### src/rtl/core/snd_rf_pkg.sv
`timescale 1ns / 1ps
// ----------------------------------------------------------------------------
// Sound unit register file package
// Register addresses, read masks and the register bundle passed from the
// storage to the read multiplexer.
// ----------------------------------------------------------------------------
package snd_rf_pkg;

  localparam logic [15:0] ADDR_SQ1_SWEEP    = 16'hFF10;
  localparam logic [15:0] ADDR_SQ1_DUTY     = 16'hFF11;
  localparam logic [15:0] ADDR_SQ1_ENV      = 16'hFF12;
  localparam logic [15:0] ADDR_SQ1_FREQ_LO  = 16'hFF13;
  localparam logic [15:0] ADDR_SQ1_FREQ_HI  = 16'hFF14;
  localparam logic [15:0] ADDR_SQ2_DUTY     = 16'hFF16;
  localparam logic [15:0] ADDR_SQ2_ENV      = 16'hFF17;
  localparam logic [15:0] ADDR_SQ2_FREQ_LO  = 16'hFF18;
  localparam logic [15:0] ADDR_SQ2_FREQ_HI  = 16'hFF19;
  localparam logic [15:0] ADDR_WAV_DAC      = 16'hFF1A;
  localparam logic [15:0] ADDR_WAV_LENGTH   = 16'hFF1B;
  localparam logic [15:0] ADDR_WAV_LEVEL    = 16'hFF1C;
  localparam logic [15:0] ADDR_WAV_FREQ_LO  = 16'hFF1D;
  localparam logic [15:0] ADDR_WAV_FREQ_HI  = 16'hFF1E;
  localparam logic [15:0] ADDR_NOISE_LENGTH = 16'hFF20;
  localparam logic [15:0] ADDR_NOISE_ENV    = 16'hFF21;
  localparam logic [15:0] ADDR_NOISE_DIV    = 16'hFF22;
  localparam logic [15:0] ADDR_NOISE_TRIG   = 16'hFF23;
  localparam logic [15:0] ADDR_MASTER_VOL   = 16'hFF24;
  localparam logic [15:0] ADDR_PANNING      = 16'hFF25;
  localparam logic [15:0] ADDR_POWER        = 16'hFF26;

  // Wave memory occupies 0xFF30 to 0xFF3F: the upper twelve bits select it.
  localparam logic [11:0] WAVE_PAGE = 12'hFF3;

  localparam logic [7:0] MASK_DUTY    = 8'hC0;
  localparam logic [7:0] MASK_TRIGGER = 8'h40;
  localparam logic [7:0] MASK_DAC     = 8'h80;
  localparam logic [7:0] MASK_LEVEL   = 8'h60;
  localparam logic [7:0] UNMAPPED     = 8'hFF;

  localparam int unsigned POWER_BIT   = 7;
  localparam int unsigned TRIGGER_BIT = 7;
  localparam int unsigned SQ1_ON_BIT  = 0;
  localparam int unsigned SQ2_ON_BIT  = 1;

  typedef logic [15:0][3:0] wave_mem_t;

  typedef struct packed {
    logic [7:0] sq1_sweep;
    logic [7:0] sq1_duty_length;
    logic [7:0] sq1_envelope;
    logic [7:0] sq1_freq_high;
    logic [7:0] sq2_duty_length;
    logic [7:0] sq2_envelope;
    logic [7:0] sq2_freq_high;
    logic [7:0] wav_dac_control;
    logic [7:0] wav_length;
    logic [7:0] wav_level;
    logic [7:0] wav_freq_high;
    logic [7:0] noise_length;
    logic [7:0] noise_envelope;
    logic [7:0] noise_divider;
    logic [7:0] noise_trigger_reg;
    logic [7:0] master_volume;
    logic [7:0] panning;
    logic [7:0] power_status;
    wave_mem_t  wave_memory;
  } regs_t;

endpackage

### src/rtl/core/snd_rf_regs.sv
`timescale 1ns / 1ps
// ----------------------------------------------------------------------------
// Sound unit register storage
// Holds the channel, volume, panning and power registers and the wave memory,
// and applies one bus write per cycle.
// ----------------------------------------------------------------------------
module snd_rf_regs
  import snd_rf_pkg::*;
(
  input  logic        clk,
  input  logic        rst,
  input  logic        wr_en,
  input  logic [15:0] address,
  input  logic [7:0]  write_data,
  output regs_t       regs
);

  logic [7:0] sq1_sweep, sq1_duty_length, sq1_envelope, sq1_freq_low, sq1_freq_high;
  logic [7:0] sq2_duty_length, sq2_envelope, sq2_freq_low, sq2_freq_high;
  logic [7:0] wav_dac_control, wav_length, wav_level, wav_freq_low, wav_freq_high;
  logic [7:0] noise_length, noise_envelope, noise_divider, noise_trigger_reg;
  logic [7:0] master_volume, panning, power_status;
  wave_mem_t  wave_memory;
  logic       power_on;

  assign power_on = power_status[POWER_BIT];

  always_ff @(posedge clk) begin
    if (rst) begin
      sq1_sweep         <= '0;
      sq1_duty_length   <= '0;
      sq1_envelope      <= '0;
      sq1_freq_low      <= '0;
      sq1_freq_high     <= '0;
      sq2_duty_length   <= '0;
      sq2_envelope      <= '0;
      sq2_freq_low      <= '0;
      sq2_freq_high     <= '0;
      wav_dac_control   <= '0;
      wav_length        <= '0;
      wav_level         <= '0;
      wav_freq_low      <= '0;
      wav_freq_high     <= '0;
      noise_length      <= '0;
      noise_envelope    <= '0;
      noise_divider     <= '0;
      noise_trigger_reg <= '0;
      master_volume     <= '0;
      panning           <= '0;
      power_status      <= '0;
      wave_memory       <= '0;
    end else if (wr_en) begin
      priority if (address[15:4] == WAVE_PAGE) begin
        // Wave memory is writable whatever the power state.
        wave_memory[address[3:0]] <= write_data[3:0];
      end else if (address == ADDR_POWER) begin
        power_status <= {write_data[POWER_BIT], 7'b0};
        if (!write_data[POWER_BIT]) begin
          // Powering down clears everything except the wave memory.
          sq1_sweep         <= '0;
          sq1_duty_length   <= '0;
          sq1_envelope      <= '0;
          sq1_freq_low      <= '0;
          sq1_freq_high     <= '0;
          sq2_duty_length   <= '0;
          sq2_envelope      <= '0;
          sq2_freq_low      <= '0;
          sq2_freq_high     <= '0;
          wav_dac_control   <= '0;
          wav_length        <= '0;
          wav_level         <= '0;
          wav_freq_low      <= '0;
          wav_freq_high     <= '0;
          noise_length      <= '0;
          noise_envelope    <= '0;
          noise_divider     <= '0;
          noise_trigger_reg <= '0;
          master_volume     <= '0;
          panning           <= '0;
        end
      end else if (power_on) begin
        unique case (address)
          ADDR_SQ1_SWEEP:    sq1_sweep <= write_data;
          ADDR_SQ1_DUTY:     sq1_duty_length <= write_data;
          ADDR_SQ1_ENV:      sq1_envelope <= write_data;
          ADDR_SQ1_FREQ_LO:  sq1_freq_low <= write_data;
          ADDR_SQ1_FREQ_HI: begin
            sq1_freq_high <= write_data;
            if (write_data[TRIGGER_BIT]) power_status[SQ1_ON_BIT] <= 1'b1;
          end
          ADDR_SQ2_DUTY:     sq2_duty_length <= write_data;
          ADDR_SQ2_ENV:      sq2_envelope <= write_data;
          ADDR_SQ2_FREQ_LO:  sq2_freq_low <= write_data;
          ADDR_SQ2_FREQ_HI: begin
            sq2_freq_high <= write_data;
            if (write_data[TRIGGER_BIT]) power_status[SQ2_ON_BIT] <= 1'b1;
          end
          ADDR_WAV_DAC:      wav_dac_control <= write_data;
          ADDR_WAV_LENGTH:   wav_length <= write_data;
          ADDR_WAV_LEVEL:    wav_level <= write_data;
          ADDR_WAV_FREQ_LO:  wav_freq_low <= write_data;
          ADDR_WAV_FREQ_HI:  wav_freq_high <= write_data;
          ADDR_NOISE_LENGTH: noise_length <= write_data;
          ADDR_NOISE_ENV:    noise_envelope <= write_data;
          ADDR_NOISE_DIV:    noise_divider <= write_data;
          ADDR_NOISE_TRIG:   noise_trigger_reg <= write_data;
          ADDR_MASTER_VOL:   master_volume <= write_data;
          ADDR_PANNING:      panning <= write_data;
          default: ;
        endcase
      end else begin
        // Channel writes are dropped while the unit is powered off.
      end
    end
  end

  // The frequency-low registers are write-only, so they never reach the
  // read side; their values are kept only as storage.
  always_comb begin
    regs.sq1_sweep         = sq1_sweep;
    regs.sq1_duty_length   = sq1_duty_length;
    regs.sq1_envelope      = sq1_envelope;
    regs.sq1_freq_high     = sq1_freq_high;
    regs.sq2_duty_length   = sq2_duty_length;
    regs.sq2_envelope      = sq2_envelope;
    regs.sq2_freq_high     = sq2_freq_high;
    regs.wav_dac_control   = wav_dac_control;
    regs.wav_length        = wav_length;
    regs.wav_level         = wav_level;
    regs.wav_freq_high     = wav_freq_high;
    regs.noise_length      = noise_length;
    regs.noise_envelope    = noise_envelope;
    regs.noise_divider     = noise_divider;
    regs.noise_trigger_reg = noise_trigger_reg;
    regs.master_volume     = master_volume;
    regs.panning           = panning;
    regs.power_status      = power_status;
    regs.wave_memory       = wave_memory;
  end

  a_power_down_clears: assert property (@(posedge clk) disable iff (rst)
    (wr_en && address == ADDR_POWER && !write_data[POWER_BIT]) |=>
      (power_status == 8'h00 && master_volume == 8'h00 && sq1_freq_high == 8'h00))
    else $error("power-down write did not clear the registers");

  a_unpowered_write_ignored: assert property (@(posedge clk) disable iff (rst)
    (wr_en && !power_on && address == ADDR_SQ1_SWEEP) |=> $stable(sq1_sweep))
    else $error("channel register changed while powered off");

  a_wave_write_keeps_power: assert property (@(posedge clk) disable iff (rst)
    (wr_en && address[15:4] == WAVE_PAGE) |=> $stable(power_status))
    else $error("wave memory write disturbed the power register");

endmodule

### src/rtl/core/snd_rf_read.sv
`timescale 1ns / 1ps
// ----------------------------------------------------------------------------
// Sound unit read multiplexer
// Selects the addressed register through its read mask, or 0xFF for an
// unmapped or write-only address.
// ----------------------------------------------------------------------------
module snd_rf_read
  import snd_rf_pkg::*;
(
  input  regs_t       regs,
  input  logic [15:0] address,
  output logic [7:0]  read_data
);

  always_comb begin
    if (address[15:4] == WAVE_PAGE) begin
      read_data = {4'h0, regs.wave_memory[address[3:0]]};
    end else begin
      unique case (address)
        ADDR_SQ1_SWEEP:    read_data = regs.sq1_sweep;
        ADDR_SQ1_DUTY:     read_data = regs.sq1_duty_length & MASK_DUTY;
        ADDR_SQ1_ENV:      read_data = regs.sq1_envelope;
        ADDR_SQ1_FREQ_HI:  read_data = regs.sq1_freq_high & MASK_TRIGGER;
        ADDR_SQ2_DUTY:     read_data = regs.sq2_duty_length & MASK_DUTY;
        ADDR_SQ2_ENV:      read_data = regs.sq2_envelope;
        ADDR_SQ2_FREQ_HI:  read_data = regs.sq2_freq_high & MASK_TRIGGER;
        ADDR_WAV_DAC:      read_data = regs.wav_dac_control & MASK_DAC;
        ADDR_WAV_LENGTH:   read_data = regs.wav_length;
        ADDR_WAV_LEVEL:    read_data = regs.wav_level & MASK_LEVEL;
        ADDR_WAV_FREQ_HI:  read_data = regs.wav_freq_high & MASK_TRIGGER;
        ADDR_NOISE_LENGTH: read_data = regs.noise_length;
        ADDR_NOISE_ENV:    read_data = regs.noise_envelope;
        ADDR_NOISE_DIV:    read_data = regs.noise_divider;
        ADDR_NOISE_TRIG:   read_data = regs.noise_trigger_reg & MASK_TRIGGER;
        ADDR_MASTER_VOL:   read_data = regs.master_volume;
        ADDR_PANNING:      read_data = regs.panning;
        ADDR_POWER:        read_data = regs.power_status;
        default:           read_data = UNMAPPED;
      endcase
    end
  end

endmodule

### src/rtl/core/sound_unit_register_file.sv
`timescale 1ns / 1ps
// ----------------------------------------------------------------------------
// Sound unit register file
// Bus interface of the sound unit: register window 0xFF10 to 0xFF3F.
//
//   Port group     Direction  Handshake          Contents
//   command        in         start / busy       mode, address, write_data
//   read result    out        done (one cycle)   read_data
//
// A transaction is taken at any edge with start high; busy is never raised.
// It is registered, then decoded and applied in the following cycle; a read
// result is registered once more before it is shown on done and read_data.
// One transaction per cycle is sustained; writes produce no result.
// Synchronous reset clears all sound unit registers and the wave memory to zero.
// The receiver cannot stall: each result is valid for exactly one cycle.
// ----------------------------------------------------------------------------
module sound_unit_register_file
  import snd_rf_pkg::*;
(
  input  logic        clk,
  input  logic        rst,
  input  logic        start,
  output logic        busy,
  input  logic        mode,
  input  logic [15:0] address,
  input  logic [7:0]  write_data,
  output logic        done,
  output logic [7:0]  read_data
);

  logic        pend;
  logic        pend_mode;
  logic [15:0] pend_address;
  logic [7:0]  pend_data;
  regs_t       regs;
  logic [7:0]  read_data_next;

  assign busy = 1'b0;

  always_ff @(posedge clk) begin
    if (rst) begin
      pend <= 1'b0;
    end else begin
      pend <= start;
    end
  end

  always_ff @(posedge clk) begin
    pend_mode    <= mode;
    pend_address <= address;
    pend_data    <= write_data;
  end

  snd_rf_regs u_regs (
    .clk        (clk),
    .rst        (rst),
    .wr_en      (pend && pend_mode),
    .address    (pend_address),
    .write_data (pend_data),
    .regs       (regs)
  );

  snd_rf_read u_read (
    .regs      (regs),
    .address   (pend_address),
    .read_data (read_data_next)
  );

  always_ff @(posedge clk) begin
    if (rst) begin
      done <= 1'b0;
    end else begin
      done <= pend && !pend_mode;
    end
  end

  always_ff @(posedge clk) begin
    read_data <= read_data_next;
  end

  a_done_from_read: assert property (@(posedge clk) disable iff (rst)
    done |-> $past(pend && !pend_mode))
    else $error("result strobe without a pending read");

  a_write_no_result: assert property (@(posedge clk) disable iff (rst)
    (pend && pend_mode) |=> !done)
    else $error("write transaction produced a result");

endmodule

### config.mk
export PLATFORM = sky130hd
export DESIGN_NAME = sound_unit_register_file
export DESIGN_NICKNAME = d
export VERILOG_FILES = /design/src/rtl/core/snd_rf_pkg.sv /design/src/rtl/core/snd_rf_regs.sv /design/src/rtl/core/snd_rf_read.sv /design/src/rtl/core/sound_unit_register_file.sv
export SDC_FILE = /design/constraint.sdc
export NUM_CORES = 1
export LEC_CHECK = 0
export BUFFER_PORTS_ARGS = -buffer_cell sky130_fd_sc_hd__buf_2
export CAP_MARGIN = 20
export CORE_MARGIN = 8
export CORE_UTILIZATION = 30
export DETAILED_ROUTE_END_ITERATION = 10
export PLACE_DENSITY = 0.5
export SETUP_SLACK_MARGIN = 0.4
export SLEW_MARGIN = 10
export SYNTH_ARGS = -nofsm -noshare
export SYNTH_HDL_FRONTEND = slang
export SYNTH_SLANG_ARGS = --single-unit
### constraint.sdc
create_clock -name clk -period 6.5 [get_ports clk]
set_clock_uncertainty 0.2 [all_clocks]
set_input_delay 0.325 -clock clk [delete_from_list [all_inputs] [get_ports clk]]
set_output_delay 0.325 -clock clk [all_outputs]
set_load 0.02 [all_outputs]
## Yosys cells after proc, flatten, opt, wreduce, memory -nomap -nowiden

Cells that the tools add are included.

- Flip-flop bits (word level): 233
- Bits of input ports: 28
- Output and inout bits: 10
- Word-level logic and storage cells: 174

- $lt $le $gt $ge: 2
- Equal/unequal tests: 20
- Mux-type cells: 64
- Bitwise logic cells: 1
- Reduce and logical (&&, ||, !) cells: 44

Operators by type and width:

| cell | number |
|---|---|
| $mux 8 | 37 |
| $eq 16x16->1 const B | 18 |
| $pmux 8 s18 | 1 |
| $mux 7 | 15 |
| $reduce_and 5->1 | 19 |
| $bwmux 64 | 1 |
| $reduce_bool 2->1 | 19 |
| $bmux 4 s4 | 1 |
| $demux 4 s4 | 1 |
| $eq 12x12->1 const B | 1 |
| $mux 4 | 3 |
| $lt 4x5->1 const B | 1 |
| $ge 4x1->1 const B | 1 |
| $mux 2 | 2 |
| $logic_and 1x1->1 | 3 |
| $mux 1 | 3 |
| $reduce_and 3->1 | 1 |
| $ne 2x2->1 const B | 1 |
| $reduce_and 2->1 | 1 |
| $logic_not 1->1 | 1 |
| $not 1->1 | 1 |

## Logic depth before layout (Yosys ltp)

Gate-level depths: netlist of the first run.

- Depth in word-level cells: 5
- Gate-level depth with buffers: 8

## By module

From an unflattened synthesis of the first run, not the netlist that was laid out.

- Cell total of the unflattened synthesis: 1030
- Area total of the unflattened synthesis: 10729.0 µm²

By module, submodules not included:

| module | times used | cells an instance | area an instance (µm²) | seq. area each (µm²) |
|---|---|---|---|---|
| snd_rf_regs | 1 | 803 | 8240.4 | 4063.9 |
| snd_rf_read | 1 | 187 | 1750.4 | 0.0 |
| sound_unit_register_file | 1 | 40 | 738.2 | 700.7 |

## Least setup slack after synthesis of the first run

No wires, ideal clock.

- Kind: flip-flop to flip-flop
- Start: register pend_address[0]
- End: register read_data[0]
- Data arrival time: 1.853 ns
- Required time: 6.152 ns
- Path slack: 4.300 ns
- Cell stages (with the launch flop): 7
- Buffers on the path: 2
- Period minus slack after synthesis: 2.200 ns
- Cell sequence: dfxtp_1 > buf_2 > buf_2 > mux4_2 > mux4_2 > nor2_1 > a41oi_1

- Word-level cells in the longest chain between the ends: 3
- Elaborated cells between the ends (all ways): 22
- Classes of those cells: 18 x eq/ne; 4 x mux

RTL lines:

| what | RTL line | text |
|---|---|---|
| start, declared | sound_unit_register_file.sv:33 | `logic [15:0] pend_address;` |
| start signal, assigned | sound_unit_register_file.sv:50 | `pend_address <= address;` |
| $eq 16x16->1 / $bmux 4 s4 (equally long branches) | snd_rf_read.sv:19, snd_rf_read.sv:17 |  |
| $pmux 8 s18 / $mux 4 (equally long branches) | snd_rf_read.sv:19, snd_rf_read.sv:17 |  |
| $mux 4 * | snd_rf_read.sv:16 | `if (address[15:4] == WAVE_PAGE) begin` |
| named net read_data_next[0] | sound_unit_register_file.sv:36 | `logic [7:0] read_data_next;` |
| end signal, assigned | sound_unit_register_file.sv:78 | `read_data <= read_data_next;` |
| end, declared | sound_unit_register_file.sv:28 | `output logic [7:0] read_data` |

The timed path passes the listed nets; every way through them passes the cells marked *. The select of a mux whose other input is x is not followed.
A chain may end at the register's enable or synchronous reset.

## Worst setup path in the final report of the first run

- Start: register pend_address[1]
- End: register u_regs.sq2_envelope[7]

- Word-level cells in the longest chain between the ends: 3
- Elaborated cells between the ends (all ways): 7
- Classes of those cells: 3 x eq/ne; 1 x mux; 3 x reduce/logical

RTL lines:

| what | RTL line | text |
|---|---|---|
| $eq 16x16->1, on equally long branches | snd_rf_regs.sv:56, snd_rf_regs.sv:82 |  |
| $ne 2x2->1 (no source line) / $reduce_bool 2->1 (equally long branches) | - |  |
| $reduce_and 5->1 (no source line) | - |  |
| end signal, assigned | snd_rf_regs.sv:92 | `ADDR_SQ2_ENV: sq2_envelope <= write_data;` |
| end, declared | snd_rf_regs.sv:19 | `logic [7:0] sq2_duty_length, sq2_envelope, sq2_freq_low, sq2_freq_high;` |

Parallel ways exist; a longest one is shown, timed or not.

==> impl_metrics.tcl, run 1 <==
set metrics [dict create \
    synth_top_area_frac 0.434 \
    ir_drop_uv 146 \
    synth_xor_area_frac 0 \
    gp_congestion 0.906 \
    synth_top_area_cell "dfxtp_1" \
    cts_tree "done" \
    final_antenna_net_count 0 \
    synth_enable_flop_cells 0 \
    drt-vias-per-instance 5.70 \
    cts-resized-gates 0 \
    largest_reg_flops 64 \
    initial_core_util 0.306 \
    grt_pass1_wl_mm 45.4 \
    syn_avg_cell_area_um2 8.91 \
    hold_class "reg -> reg" \
    crit_start "pend_address[1]$_DFF_P_" \
    cp-end-kind "flop" \
    numCtsBuffers 17 \
    num-nets-final 1000 \
    synth_compound_area_frac 0.212 \
    post-route-period-util 0.531 \
    drc 0 \
    holdBufCountCts 26 \
    synth.cell_area_um2 8540 \
    crit_path_max_incr_delay_ns 0.94 \
    first_global_vias 7430 \
    yosys_warnings 0 \
    powerDensity_nw_per_um2 243 \
    synthCells 958 \
    area_growth_pct 16.1 \
    grt_use_total 0.172 \
    ys_dominant_reg_cell "dfxtp_1" \
    syn_nets 986 \
    finalMaxSlewViolations 0 \
    root_buffer "clkbuf_16" \
    htree_levels 4 \
    rsz0062_at_grt "no" \
    synthMuxAreaShare 0.0907 \
    die_w_um 185 \
    slowest_stage "dfxtp_2" \
    clock_sinks 185 \
    netlist-cell-type-count 68 \
    n_antenna_cell 0 \
    arrival_ns 3.53 \
    slew-limit-headroom 0.244 \
    r2r_start "pend_address[1]$_DFF_P_" \
    drtIter0Drc 854 \
    routed_wirelength_mm 29.3 \
    wire_per_inst_um 21.5 \
    fillCellCount 2908 \
    setup_tns_ns 0 \
    antenna_found_initial 0 \
    die_h_um 185 \
    synth-simple-area-share 0.216 \
    cp_max_fo 33 \
    synth_area_leaders "dfxtp_1 (43%), a21oi_1 (7.5%), nand3_1 (7.2%), mux4_2 (5.3%), o21ai_0 (5.0%)" \
    crit_family "simple AND/OR/NAND/NOR gates" \
    path_buf_inv 0 \
    critPathRequiredTime_ns 6.58 \
    ios 38 \
    drv_cap 0 \
    core_area_um2 27900 \
    vias 7771 \
    synth_seq_cells 185 \
    dieArea_um2 34100 \
    cts_buffer_depth 2 \
    row_count 61 \
    port_buffers 36 \
    crit_chain "nand4b_1 -> nor4_4 -> a22oi_1 -> o21ai_0 -> a21oi_1" \
    dp_hpwl_mm 19.1 \
    finalSetupViolations 0 \
    worstSkewPairLatency_ns 0.45 \
    async_flop_share 0 \
    dr.pass1.iters 6 \
    cts_setup_buffers 0 \
    fin_crit_ns 3.45 \
    synth_top_family_by_area "simple AND/OR/NAND/NOR gates" \
    min-delay-start "pend_mode$_DFF_P_" \
    hold_violations 0 \
    status "complete, no violations" \
    synth-seq-area-share 0.434 \
    overflow 0 \
    max_freq_ghz 0.290 \
    grt_max_degree 101 \
    p_leak_uw 0.00318 \
    crit_type "reg -> reg" \
    post_route_cells_drive_above_1_share 0.154 \
    cp-start-kind "flop" \
    power_uw 2410 \
    tightest_slew_ns 1.13 \
    synth_fa_ha_area_frac 0 \
    clk_pin_slew_worst_paths_ns 0.08 \
]
[Yosys cell counts, types with 5 or more instances]
cell	count
a21oi_1	128
a222oi_1	5
a22o_1	7
a22oi_1	9
a2bb2oi_1	12
a31oi_1	9
buf_1	15
buf_2	24
clkbuf_1	46
dfxtp_1	185
mux2i_1	29
mux4_2	20
nand2_1	67
nand2b_1	6
nand3_1	122
nand4_1	8
nor2_1	44
nor2b_1	10
nor3_1	15
nor3_4	5
o21ai_0	85
o22ai_1	5
[per-stage QoR]
stage,hold WS (ns),utilization,cells,setup WS [ns],cell area (µm²)
2_1_floorplan,0.153,-,958,4.30,8540
6_report,0.222,0.355,1363,3.05,9920
5_1_grt,0.239,0.355,1363,2.81,9920
3_5_place_dp,0.213,0.322,1302,3.13,9000
3_3_place_gp,0.207,0.322,1302,3.12,9000
4_1_cts,0.229,0.354,1360,3.13,9890
[where the power goes]
group / total (µW) / internal [µW] / switching (µW)
Sequential: 1150 / 1140 / 13.0
Clock: 1110 / 590 / 523
Combinational: 139 / 42.4 / 96.7
Total: 2410 / 1770 / 633
[cells in the final DEF, fill, tap and decap left out, drive strengths merged, types with 4 or more instances in the layout]
| cell | netlist | final |
|---|---|---|
| dfxtp | 185 | 185 |
| a21oi | 128 | 128 |
| nand3 | 122 | 122 |
| o21ai | 87 | 87 |
| nand2 | 67 | 67 |
| buf | 43 | 57 |
| nor2 | 45 | 45 |
| mux2i | 29 | 29 |
| dlygate4sd3 | 0 | 26 |
| nor3 | 22 | 22 |
| mux4 | 20 | 20 |
| clkbuf | 46 | 18 |
| a2bb2oi | 12 | 12 |
| nor2b | 10 | 10 |
| nor4 | 10 | 10 |
| inv | 4 | 10 |
| a22oi | 9 | 9 |
| a31oi | 9 | 9 |
| o22ai | 9 | 9 |
| nand4 | 8 | 8 |
| clkinv | 1 | 8 |
| a22o | 7 | 7 |
| nor4b | 7 | 7 |
| nand2b | 6 | 6 |
| a222oi | 5 | 5 |
| nor3b | 4 | 4 |
| and3 | 4 | 4 |
| a32oi | 4 | 4 |
| a41oi | 4 | 4 |
[worst register-to-register path, cell delays in order, from the launching register on]
cell and delay, ns:
dfxtp_2 0.94, nand4b_1 0.66, nor4_4 0.70, a22oi_1 0.44
o21ai_0 0.27, a21oi_1 0.09
[path summary, 6_finish.rpt]
check / slack, ns / depth (start not counted) / endpoint
max: 3.05 / 5 / u_regs.sq2_envelope[7]$_SDFFE_PP0P_
min: 0.22 / 1 / done$_SDFF_PP0_
max reg2reg: 3.05 / 5 / u_regs.sq2_envelope[7]$_SDFFE_PP0P_
min reg2reg: 0.22 / 1 / done$_SDFF_PP0_
[area by class of cell]
| type | instances | area, µm² | share of cell area |
|---|---|---|---|
| Clock inverter | 15 | 205 | 0.0207 |
| Sequential cell | 185 | 3710 | 0.374 |
| Inverter | 5 | 18.8 | 0.00189 |
| Timing Repair Buffer | 84 | 609 | 0.0614 |
| Clock buffer | 17 | 425 | 0.0429 |
| Tap cell | 378 | 473 | 0.0477 |
| Multi-Input combinational cell | 679 | 4480 | 0.452 |
[per-layer routing]
layer  GRT usage  routed length, µm
met5           0                  0
met4      0.0624                721
met2       0.264              13300
met3      0.0327               1940
met1       0.236              13300
[cells by family after synthesis]
| family | after synthesis |
|---|---|
| and+or+nand+nor | 328 |
| AOI/OAI and AO/OA | 298 |
| DFF | 185 |
| buffers and inverters | 94 |
| muxes | 52 |
| other | 1 |
No activity file was read; power rests on OpenSTA's default activity.
==> run 2: changes to the inputs <==
==> constraint.sdc (replaced) <==
create_clock -name clk -period 3.3 [get_ports clk]
set_clock_uncertainty 0.2 [all_clocks]
set_input_delay 0.165 -clock clk [delete_from_list [all_inputs] [get_ports clk]]
set_output_delay 0.165 -clock clk [all_outputs]
set_load 0.02 [all_outputs]
==> run 2 against run 1 <==
Register-to-register slack worse by 2.5 ns. Combinational power rose by 100%. Global-route usage shrank 0.17 points. Maximum frequency rose by 26%. Die area unchanged. Critical path type unchanged. Critical endpoint is now read_data[4]$_SDFF_PP0_. Highest routed layer unchanged.
==> impl_metrics.tcl, run 2 (synthesis results as in run 1) <==
set metrics [dict create \
    status "complete, no violations" \
    post_route_cells_drive_above_1_share 0.181 \
    crit_type "reg -> reg" \
    dp_hpwl_mm 19.9 \
    fin_ws_ns 0.559 \
    worstSkewPairLatency_ns 0.44 \
    power_uw 4740 \
    setup_tns_ns 0 \
    post-route-util 0.366 \
    root_buffer "clkbuf_16" \
    p_leak_uw 0.00337 \
    cp_max_fo 23 \
    row_count 61 \
    cts_tree "done" \
    critPathRequiredTime_ns 3.43 \
    dr.pass1.iters 7 \
    fillCellCount 2915 \
    die_w_um 185 \
    drv_cap 0 \
    wire_per_inst_um 20.7 \
    area_growth_pct 19.8 \
    hold_violations 0 \
    ir_drop_uv 288 \
    post-route-period-util 0.831 \
    clk_pin_slew_worst_paths_ns 0.08 \
    vias 7792 \
    drtIter0Drc 902 \
    die_h_um 185 \
    final_antenna_net_count 0 \
    cp-start-kind "flop" \
    n_antenna_cell 0 \
    routed_wirelength_mm 29.0 \
    htree_levels 4 \
    max_freq_ghz 0.365 \
    cp-end-kind "flop" \
    grt_max_degree 119 \
    first_global_vias 7356 \
    finalMaxSlewViolations 0 \
    grt_pass1_wl_mm 44.8 \
    drc 0 \
    cts_setup_buffers 0 \
    cts_buffer_depth 2 \
    initial_core_util 0.306 \
    rsz0062_at_grt "no" \
    final_cell_mix "dfxtp_1 (183), a21oi_1 (127), nand3_1 (122)" \
    finalSetupViolations 0 \
    clock_sinks 185 \
    grt_use_total 0.170 \
    hold_class "in -> reg" \
    dieArea_um2 34100 \
    antenna_found_initial 1 \
    largest_reg_flops 64 \
    slew-limit-headroom 0.402 \
    arrival_ns 2.88 \
    final_area_um2 10200 \
    gp_congestion 0.920 \
    core_area_um2 27900 \
    place_area_um2 9310 \
    port_buffers 36 \
    numCtsBuffers 17 \
    overflow 0 \
    tightest_slew_ns 0.895 \
    num-nets-final 1035 \
    layout_commonest_cell "dfxtp_1" \
    powerDensity_nw_per_um2 463 \
    drt-vias-per-instance 5.57 \
    place_ws_ns 0.355 \
    fin_crit_ns 2.74 \
    ios 38 \
]
[run 2: what timing repair did]
item	in CTS	in global routing
hold endpoints to repair	52	0
gates resized for setup	1	1
setup endpoints to repair	6	2
hold buffers	28	0
gates cloned	0	0
[run 2: area by class of cell]
class | count | area [µm²] | share of cell area
well taps | 378 | 473 | 0.0462
flip-flops and latches | 185 | 3710 | 0.363
repair buffers | 119 | 913 | 0.0893
multi-input cells | 679 | 4490 | 0.439
clock inverters | 15 | 203 | 0.0198
inverters | 5 | 18.8 | 0.00183
clock buffers | 17 | 425 | 0.0416
[run 2: final timing paths]
check | startpoint | end | slack [ns] | cells past startpoint
worst min-delay path | address[9] | pend_address[9]$_DFF_P_ | 0.15 | 2
worst max-delay path | pend_address[1]$_DFF_P_ | read_data[4]$_SDFF_PP0_ | 0.56 | 6
worst min register to register | pend_mode$_DFF_P_ | done$_SDFF_PP0_ | 0.22 | 1
worst max register to register | pend_address[1]$_DFF_P_ | read_data[4]$_SDFF_PP0_ | 0.56 | 6
[run 2: layer usage]
layer	vias to the layer above	track usage	part of all wire
met4	0	0.0701	0.031
met3	67	0.0337	0.068
met2	290	0.258	0.45
li1	3662	-	-
met1	3773	0.232	0.46
met5	-	0	0
[run 2: power breakdown]
part           internal (µW)  total, µW  switching, µW
logic                   96.5        282            185
clock network           1100       2180           1070
registers               2250       2280           31.8
total                   3450       4740           1290
[run 2: metrics by stage]
| step | instances | hold slack, ns |
|---|---|---|
| 3_3_place_gp | 1338 | 0.0670 |
| 6_report | 1398 | 0.146 |
| 5_1_grt | 1398 | 0.141 |
| 4_1_cts | 1398 | 0.134 |
| 3_5_place_dp | 1338 | 0.0686 |
| 2_1_floorplan | 958 | -0.00728 |
[run 2: critical path, cell delays in order, from the launching register on]
cell and delay (ns):
dfxtp_2 0.43, buf_4 0.28, or4b_2 0.84, nor4_4 0.29, a22o_1 0.20, a221oi_1 0.06, a31oi_1 0.32
==> run 3: changes to the inputs <==
--- a/config.mk
+++ b/config.mk
@@ -10,7 +10,7 @@
 export CORE_MARGIN = 8
 export CORE_UTILIZATION = 30
 export DETAILED_ROUTE_END_ITERATION = 10
-export PLACE_DENSITY = 0.5
+export PLACE_DENSITY = 0.51
 export SETUP_SLACK_MARGIN = 0.4
 export SLEW_MARGIN = 10
 export SYNTH_ARGS = -nofsm -noshare
==> constraint.sdc (replaced) <==
create_clock -name clk -period 2.3 [get_ports clk]
set_clock_uncertainty 0.2 [all_clocks]
set_input_delay 0.115 -clock clk [delete_from_list [all_inputs] [get_ports clk]]
set_output_delay 0.115 -clock clk [all_outputs]
set_load 0.02 [all_outputs]
==> run 3 against run 2 <==
The run now ends with negative setup slack left. Sequential power rose by 43%. Cell area rose by 30%. Power rose by 49%. Via count rose by 13%. Critical path type unchanged. Critical endpoint is now read_data[6]$_SDFF_PP0_. Largest cell class unchanged.
==> impl_metrics.tcl, run 3 (synthesis results as in run 1) <==
set metrics [dict create \
    antenna_found_initial 0 \
    whs_path_depth 2 \
    gp_congestion 0.871 \
    layout_commonest_cell "dfxtp_1" \
    cp-end-kind "flop" \
    routed_wirelength_mm 34.7 \
    setup_tns_ns -0.181 \
    p_leak_uw 0.00458 \
    numCtsBuffers 17 \
    post-route-period-util 1.01 \
    n_antenna_cell 0 \
    min-delay-start "address[9]" \
    arrival_ns 2.42 \
    min_to "pend_address[9]$_DFF_P_" \
    root_buffer "clkbuf_16" \
    slew-limit-headroom 0.487 \
    seq_area_um2 3740 \
    power_switching_uw 2060 \
    finalMaxSlewViolations 0 \
    critPathRequiredTime_ns 2.39 \
    die_w_um 185 \
    core_area_um2 27900 \
    drt-vias-per-instance 5.74 \
    seqPwrFrac 0.460 \
    drc 0 \
    first_global_vias 8435 \
    post_route_cells_drive_above_1_share 0.436 \
    finalSetupViolations 19 \
    die_h_um 185 \
    intPower_uw 5020 \
    dieArea_um2 34100 \
    fin_crit_ns 2.33 \
    clk_pin_slew_worst_paths_ns 0.09 \
    port_buffers 36 \
    dr.pass1.iters 5 \
    drv_cap 0 \
    worst-r2r-cell-count 7 \
    vias 8809 \
    drtIter0Drc 966 \
    p_comb_frac 0.092 \
    rsz0062_at_grt "yes" \
    fillCellCount 2600 \
    hold_class "in -> reg" \
    initial_core_util 0.306 \
    fin_ws_ns -0.0298 \
    ir_drop_uv 433 \
    clock_sinks 185 \
    place_ws_ns -0.192 \
    powerDensity_nw_per_um2 533 \
    htree_levels 4 \
    cts_tree "done" \
    area_growth_pct 55.5 \
    status "finished with violations" \
    reg2reg_slack_ns -0.03 \
    hold_violations 0 \
    cts_buffer_depth 2 \
    r2r_end "read_data[6]$_SDFF_PP0_" \
    multiInputGateArea_um2 5660 \
    dp_hpwl_mm 21.7 \
    grt_max_degree 100 \
    row_count 61 \
    final_cell_mix "dfxtp_1 (171), a21oi_1 (116), buf_4 (95)" \
    overflow 0 \
    cp-start-kind "flop" \
    num-nets-final 1172 \
    final_antenna_net_count 0 \
    violations "negative setup slack" \
    grt_pass1_wl_mm 51.9 \
    clkPwrFrac 0.448 \
    ios 38 \
    cp_max_fo 7 \
    crit_type "reg -> reg" \
    wire_per_inst_um 22.6 \
    worstSkewPairLatency_ns 0.45 \
    tightest_slew_ns 0.767 \
    grt_use_total 0.198 \
    max_freq_ghz 0.429 \
    switching_share 0.291 \
    r2r_start "pend_address[0]$_DFF_P_" \
    largest_reg_flops 64 \
]
[run 3: cell types whose count changed in the layout (fill, tap and decap cells not counted), moves of 12 or more]
| cell | change |
|---|---|
| buf_6 | +48 |
| dfxtp_1 | -12 |
| buf_4 | +42 |
| buf_16 | +12 |
| buf_12 | +26 |
| nand3_2 | +32 |
| nand2_1 | -36 |
| o21ai_0 | -64 |
| o21ai_1 | +37 |
| nand2_2 | +25 |
| nand3_1 | -35 |
| o21ai_2 | +27 |
[run 3: how the worst max path moves through the flow]
stage / from / endpoint / slack (ns)
after floorplan: pend_address[4]$_DFF_P_ / u_regs.master_volume[0]$_SDFFE_PP0P_ / 0.15
after global placement: pend_address[0]$_DFF_P_ / read_data[3]$_DFF_P_ / -0.21
after detailed placement: pend_address[0]$_DFF_P_ / read_data[1]$_DFF_P_ / -0.19
after CTS: pend_address[0]$_DFF_P_ / read_data[1]$_DFF_P_ / 0.02
after global routing: pend_address[6]$_DFF_P_ / u_regs.sq1_envelope[5]$_SDFFE_PP0P_ / -0.09
final: pend_address[0]$_DFF_P_ / read_data[6]$_SDFF_PP0_ / -0.03
[run 3: worst max-delay path, cell delays in order (launching register included)]
cell and delay [ns]:
dfxtp_4 0.41, buf_8 0.15, nor4bb_4 0.15, buf_4 0.16, a222oi_1 0.66, nor3_1 0.10
a31oi_1 0.19, a31oi_1 0.14
[run 3: cell type report]
| cell class | instances | area share |
|---|---|---|
| Clock inverter | 15 | 0.0159 |
| Sequential cell | 185 | 0.281 |
| Clock buffer | 17 | 0.0321 |
| Timing Repair Buffer | 254 | 0.207 |
| Inverter | 5 | 0.00141 |
| Multi-Input combinational cell | 681 | 0.426 |
| Tap cell | 378 | 0.0356 |
[run 3: power by group through the flow]
stage | sequential (µW) | combinational (µW) | clock [µW]
3_5_place_dp | 3330 | 453 | 0
2_1_floorplan | 3320 | 271 | 0
5_1_grt | 3260 | 671 | 3330
3_3_place_gp | 3330 | 453 | 0
4_1_cts | 3260 | 599 | 3210
6_report | 3260 | 648 | 3170
[run 3: stage by stage]
step	total power, µW	std cells	util	instance area (µm²)	hold WS [ns]
2_1_floorplan	3590	958	-	8810	-0.0573
5_1_grt	7260	1535	0.475	13300	0.0859
3_3_place_gp	3790	1383	0.357	9970	0.0167
4_1_cts	7060	1518	0.453	12700	0.0789
3_5_place_dp	3790	1383	0.357	9970	0.0186
6_report	7080	1535	0.475	13300	0.0888
[run 3: metal layers]
layer	vias to the layer above	track usage	part of all wire
li1	3964	-	-
met1	4371	0.264	0.43
met5	-	0	0
met4	0	0.0755	0.037
met2	388	0.320	0.46
met3	86	0.0299	0.069
[run 3: repair_timing]
action	in CTS	in global routing
endpoints found under the setup margin	158	158
endpoints found under the hold margin	36	0
gates cloned	12	1
pin swaps	115	57
resized for setup	229	105
setup buffers	64	16
hold buffers	27	0
